[src/rtl/mlfe_pkg.sv]
`timescale 1ns / 1ps
// ----------------------------------------------------------------------------
// mlfe_pkg
// Shared types, constants and the gamma curve for the LED fade engine.
// ----------------------------------------------------------------------------
package mlfe_pkg;

  localparam int CHANNELS_DEF   = 16;
  localparam int LEVEL_BITS_DEF = 12;
  localparam int CH_W           = 4;
  localparam int OUT_LVL_W      = 12;
  localparam int IDX_W          = 5;
  localparam int IN_LVL_W       = 16;
  localparam int TIME_W         = 32;
  localparam int CFG_IDX_W      = 1;
  localparam int CFG_DATA_W     = 5;

  localparam logic [CFG_IDX_W-1:0] REG_RGB_COUNT    = 1'd0;
  localparam logic [CFG_IDX_W-1:0] REG_SINGLE_COUNT = 1'd1;

  typedef enum logic [2:0] {
    KIND_TICK       = 3'd0,
    KIND_CHAN_FADE  = 3'd1,
    KIND_SINGLE     = 3'd2,
    KIND_RGB        = 3'd3,
    KIND_ALL_SINGLE = 3'd4,
    KIND_ALL_RGB    = 3'd5,
    KIND_RSV6       = 3'd6,
    KIND_RSV7       = 3'd7
  } kind_t;

  // Command after classification: a channel range and a target pattern.
  typedef struct packed {
    logic        tick;
    logic        stop_low;     // clear active bits of channels below stop_end
    logic [5:0]  stop_end;
    logic [5:0]  first_ch;
    logic [5:0]  count;        // channels to visit
    logic        rgb_pattern;  // cycle targets red, green, blue
    logic [15:0] lvl_r;
    logic [15:0] lvl_g;
    logic [15:0] lvl_b;
    logic [31:0] now_ms;
    logic [31:0] duration_ms;
  } cmd_t;

  // gamma 2.2: largest g with g^5 * M^6 <= i^11, M = 4095, in integer math.
  function automatic logic [11:0] gamma_calc(input int unsigned i);
    logic [131:0] rhs;
    logic [131:0] lhs;
    int unsigned lo;
    int unsigned hi;
    int unsigned mid;
    rhs = 132'd1;
    for (int t = 0; t < 11; t++) rhs = rhs * 132'(i);
    lo = 0;
    hi = 4095;
    while (lo < hi) begin
      mid = (lo + hi + 1) >> 1;
      lhs = 132'd1;
      for (int t = 0; t < 5; t++) lhs = lhs * 132'(mid);
      for (int t = 0; t < 6; t++) lhs = lhs * 132'd4095;
      if (lhs <= rhs) lo = mid;
      else hi = mid - 1;
    end
    return 12'(lo);
  endfunction

endpackage

[src/rtl/mlfe_front.sv]
`timescale 1ns / 1ps
// ----------------------------------------------------------------------------
// mlfe_front
// Accepts items, resolves LED addressing into a channel range, and queues
// the resulting commands for the fade executor.
// ----------------------------------------------------------------------------
module mlfe_front #(
  parameter int CHANNELS = mlfe_pkg::CHANNELS_DEF
) (
  input  logic                  clk,
  input  logic                  rst,
  input  logic                  valid,
  output logic                  ready,
  input  logic [2:0]            kind,
  input  logic [31:0]           now_ms,
  input  logic [4:0]            target_index,
  input  logic [15:0]           level_one,
  input  logic [15:0]           level_green,
  input  logic [15:0]           level_blue,
  input  logic [31:0]           duration_ms,
  input  logic [2:0]            rgb_cnt,
  input  logic [4:0]            single_cnt,
  output logic                  cmd_valid,
  input  logic                  cmd_ready,
  output mlfe_pkg::cmd_t        cmd
);

  localparam int DEPTH = 2;

  mlfe_pkg::cmd_t q [DEPTH];
  logic [0:0] wr_ptr, rd_ptr;
  logic [1:0] fill;

  mlfe_pkg::cmd_t c;
  logic           keep;
  logic [5:0]     rgb, single, rgb3;

  always_comb begin
    rgb3   = 6'(rgb_cnt) * 6'd3;
    rgb    = 6'(rgb_cnt);
    single = 6'(single_cnt);
    if (7'(rgb3) + 7'(single_cnt) > 7'(CHANNELS)) begin
      rgb = '0;
      single = '0;
      rgb3 = '0;
    end
    c = '0;
    c.now_ms = now_ms;
    c.duration_ms = duration_ms;
    c.lvl_r = level_one;
    c.lvl_g = level_green;
    c.lvl_b = level_blue;
    keep = 1'b0;
    case (mlfe_pkg::kind_t'(kind))
      mlfe_pkg::KIND_TICK: begin
        keep = 1'b1;
        c.tick = 1'b1;
        c.count = 6'(CHANNELS);
      end
      mlfe_pkg::KIND_CHAN_FADE: begin
        keep = 6'(target_index) < 6'(CHANNELS);
        c.first_ch = 6'(target_index);
        c.count = 6'd1;
      end
      mlfe_pkg::KIND_SINGLE: begin
        keep = 6'(target_index) < single;
        c.first_ch = rgb3 + 6'(target_index);
        c.count = 6'd1;
      end
      mlfe_pkg::KIND_RGB: begin
        keep = 6'(target_index) < rgb;
        c.first_ch = 6'(target_index) * 6'd3;
        c.count = 6'd3;
        c.rgb_pattern = 1'b1;
      end
      mlfe_pkg::KIND_ALL_SINGLE: begin
        keep = 1'b1;
        c.stop_low = 1'b1;
        c.stop_end = rgb3;
        c.first_ch = rgb3;
        c.count = single;
      end
      mlfe_pkg::KIND_ALL_RGB: begin
        keep = 1'b1;
        c.count = rgb3;
        c.rgb_pattern = 1'b1;
      end
      default: keep = 1'b0;
    endcase
  end

  logic push, pop;
  assign ready     = fill != 2'(DEPTH);
  assign push      = valid && ready && keep;
  assign cmd_valid = fill != 2'd0;
  assign pop       = cmd_valid && cmd_ready;
  assign cmd       = q[rd_ptr];

  always_ff @(posedge clk) begin
    if (push) q[wr_ptr] <= c;
    if (rst) begin
      wr_ptr <= '0;
      rd_ptr <= '0;
      fill <= '0;
    end else begin
      if (push) wr_ptr <= wr_ptr + 1'b1;
      if (pop) rd_ptr <= rd_ptr + 1'b1;
      fill <= fill + 2'(push) - 2'(pop);
    end
  end

  a_fill_bound: assert property (@(posedge clk) disable iff (rst) fill <= 2'(DEPTH))
    else $error("queue overflow");
  a_no_push_full: assert property (@(posedge clk) disable iff (rst)
    fill == 2'(DEPTH) && !pop |=> fill == 2'(DEPTH))
    else $error("full queue changed without pop");
  a_empty_hold: assert property (@(posedge clk) disable iff (rst)
    fill == 2'd0 && !push |=> !cmd_valid)
    else $error("queue valid from nothing");

endmodule

[config.mk]
export PLATFORM = sky130hd
export DESIGN_NAME = mlfe_front
export DESIGN_NICKNAME = d
export VERILOG_FILES = /design/src/rtl/mlfe_pkg.sv /design/src/rtl/mlfe_front.sv
export SDC_FILE = /design/constraint.sdc
export NUM_CORES = 1
export LEC_CHECK = 0
export BUFFER_PORTS_ARGS = -buffer_cell sky130_fd_sc_hd__buf_2
export CORE_MARGIN = 2
export CORE_UTILIZATION = 35
export DETAILED_ROUTE_END_ITERATION = 10
export PLACE_DENSITY_LB_ADDON = 0.2
export SLEW_MARGIN = 15
export SYNTH_ARGS = -nofsm -noshare
export SYNTH_HDL_FRONTEND = slang
export SYNTH_SLANG_ARGS = --single-unit
[constraint.sdc]
create_clock -name clk -period 16 [get_ports clk]
set_input_delay 3.2 -clock clk [delete_from_list [all_inputs] [get_ports clk]]
set_output_delay 3.2 -clock clk [all_outputs]
set_load 0.005 [all_outputs]
==> results.cfg <==
[cells_and_area]
multiInputGateArea_sq_um = 2750
fill_cells = 2792
final_core_util = 0.443
final_layout_size_suffix_gt1_frac = 0.507
final_net_count = 1034
seq_area_sq_um = 7970
areaGrowthSynthToFinish_pct = 24.9

[global_routing]
grt_pass1_vias = 6083
grt_pass1_wl_um = 34500
antenna_found_initial = 2
grt_max_degree = 72
track_usage = 0.135
overflow = 0

[synthesis]
syn-cell-area_sq_um = 10900
synth_area_per_cell_sq_um = 18.3
synth_cell_types = 51
yosysWarningCount = 0
synth_top_area_cell = edfxtp_1
synth_area_leaders = edfxtp_1, mux2_2, ha_1, dfxtp_1, fa_1
synth-seq-cells = 267
yosys-top-cells-count = edfxtp_1, mux2_2, ha_1
ys_dominant_reg_cell = edfxtp_1
synth.most_common_cell = edfxtp_1
synth-seq-area-share = 0.733
synth_edf_count = 262
synth-async-reset-ratio = 0
synthCells = 594
synth_top_area_share = 0.724

[floorplan]
ios = 267
num_rows = 64
dieArea_sq_um = 32500
core-area_sq_um = 30600
die_height_um = 180
initial_core_util = 0.355
die_w_um = 180

[cts]
cts_buffers = 29
cts_resized = 0
path_clk_slew_ns = 0.06
cts_max_path_buffers = 3
cts.sinks = 267
post-cts-setup-buffer-count = 0
hold_buffers = 0
clk_latency_ns = 0.55
htree_levels = 1
cts_tree = built
cts_root_buffer = clkbuf_16

[power]
ir_drop_mv = 0.0769
leakagePower_nw = 5.06
power_density_nw_per_um2 = 136

[sta]
fin_crit_sh = 0.528
clock_skew_ns = 0.0163
final.min_clock_period_ns = 8.45
rsz0062_at_grt = false
maxSlewHeadroom = 0.305
fin_tns_setup_ns = 0
setup_viol = 0
clock.fmax_ghz = 0.118
drv_slew = 0
hold_violations = 0
worst_pin_slew_ns = 1.04

[worst_setup_path]
arrival_ns = 8.62
start_kind = input pin
slowest_delay_ns = 0.88
crit_type = input pin to register
r2r.worst_path.cells = 7
crit_path_start = rgb_cnt[0]
worstSetupEndpointType = register
r2r-end = q[1][52]$_DFFE_PP_
critPathCapture = q[1][52]$_DFFE_PP_
ff2ff_setup_slack_ns = 12.91
path_cells = buf_2, ha_1, fa_1, xnor2_1, inv_1, ha_1, a211oi_1, o2111ai_1, a32oi_1, buf_4, nand2_1, ha_1, or4b_1, a21oi_1, a22oi_1, nor2_2, nand2_1, nor2_4, buf_4, buf_4
worst_ep_required_time_ns = 16.17
path_max_fanout = 69
critPathSlowestCell = buf_4
timing.rr.start = fill[0]$_SDFF_PP0_

[min_path]
hold_class = register to register

[route]
post-route-drc-count = 0
vias = 6027
first_iter_violations = 326
drtAntennaViolNets = 0
drt_pass1_iterations = 4
detail_route.wl_per_cell_um = 17.9
avgViaCountPerCell = 4.66
wl_um = 23100

[placement]
io_buffer_count = 264
gp_congestion = 0.787
dp_hpwl_um = 15100

[flow_run]
drv_cap = 0

[status]
status = finished, final reports clean
==> layout make-up <==
cell class              instances  area share
multi-input cells             292       0.203
well taps                     396      0.0365
diodes                          2    0.000369
repair buffers                270       0.101
clock buffers                  36      0.0554
inverters                      12     0.00332
flip-flops and latches        267       0.588
clock inverters                17      0.0129
==> where the power goes <==
| group | switching, W | internal, W |
|---|---|---|
| Combinational | 0.000166 | 0.000183 |
| Sequential | 0.0000303 | 0.000821 |
| Clock | 0.000260 | 0.000383 |
| Total | 0.000456 | 0.00139 |
==> worst min-delay path by stage <==
stage                         from  slack [ns]  cells after the start       end
2_1_floorplan  rd_ptr$_SDFFE_PP0P_        0.48                      2  register
3_3_place_gp   rd_ptr$_SDFFE_PP0P_        0.50                      2  register
3_5_place_dp   rd_ptr$_SDFFE_PP0P_        0.51                      2  register
4_1_cts        rd_ptr$_SDFFE_PP0P_        0.52                      2  register
5_1_grt        rd_ptr$_SDFFE_PP0P_        0.56                      2  register
6_report       rd_ptr$_SDFFE_PP0P_        0.52                      2  register
==> cell usage in the layout (no fill, tap or decap), types with 6 or more instances in the layout <==
| master | n |
|---|---|
| mux2_2 | 134 |
| nand2_1 | 12 |
| clkbuf_16 | 29 |
| xnor2_1 | 7 |
| inv_1 | 12 |
| edfxtp_1 | 262 |
| clkinv_1 | 6 |
| buf_2 | 264 |
| and2_1 | 9 |
| buf_4 | 6 |
| ha_1 | 26 |
| a21oi_1 | 9 |
| nor2_1 | 13 |
| clkbuf_1 | 7 |
==> kinds of logic (layout without fill, tap and decap cells) <==
group,Yosys count,in the layout,synth area share
AO/OA/AOI/OAI,47,47,0.0305
multiplexers,135,135,0.140
AND/OR/NAND/NOR,66,66,0.0340
flip-flops,267,267,0.733
XOR/XNOR,12,12,0.00968
adder cells (fa/ha/maj),30,30,0.0373
other,1,4,0.000345
buffers and inverters,36,335,0.0149
==> per-stage QoR <==
step	setup slack [ns]	hold WS (ns)	cell area (sq um)	power [W]	std cells
6_report	7.55	0.519	13600	0.00184	1292
5_1_grt	7.17	0.561	13600	0.00193	1292
4_1_cts	7.50	0.523	13600	0.00188	1290
3_5_place_dp	6.93	0.507	12600	0.00122	1237
3_3_place_gp	7.03	0.497	12600	0.00122	1237
2_1_floorplan	1.96	0.481	10900	0.00108	595
==> sequential cells by signal, summed over array words and instances (netlist names), named ones only <==
name	cells
fill	2
rd_ptr	1
wr_ptr	1
q	262
==> per-layer routing <==
metal | global-route usage | part of all wire | vias up
met3 | 0.0279 | 0.062 | 34
met1 | 0.177 | 0.44 | 2923
met2 | 0.227 | 0.48 | 199
met5 | 0 | 0 | -
met4 | 0.0394 | 0.018 | 0
li1 | - | - | 2871
==> worst max-delay path: cells and delay by family <==
kind	cells	cell delay, ns
AOI/OAI and AO/OA	5	0.85
adders and majority gates	4	1.04
xor gates and xnor gates	1	0.37
buffers and inverters	5	2.06
and+or+nand+nor	5	1.00
(Power assumes the default switching activity.)
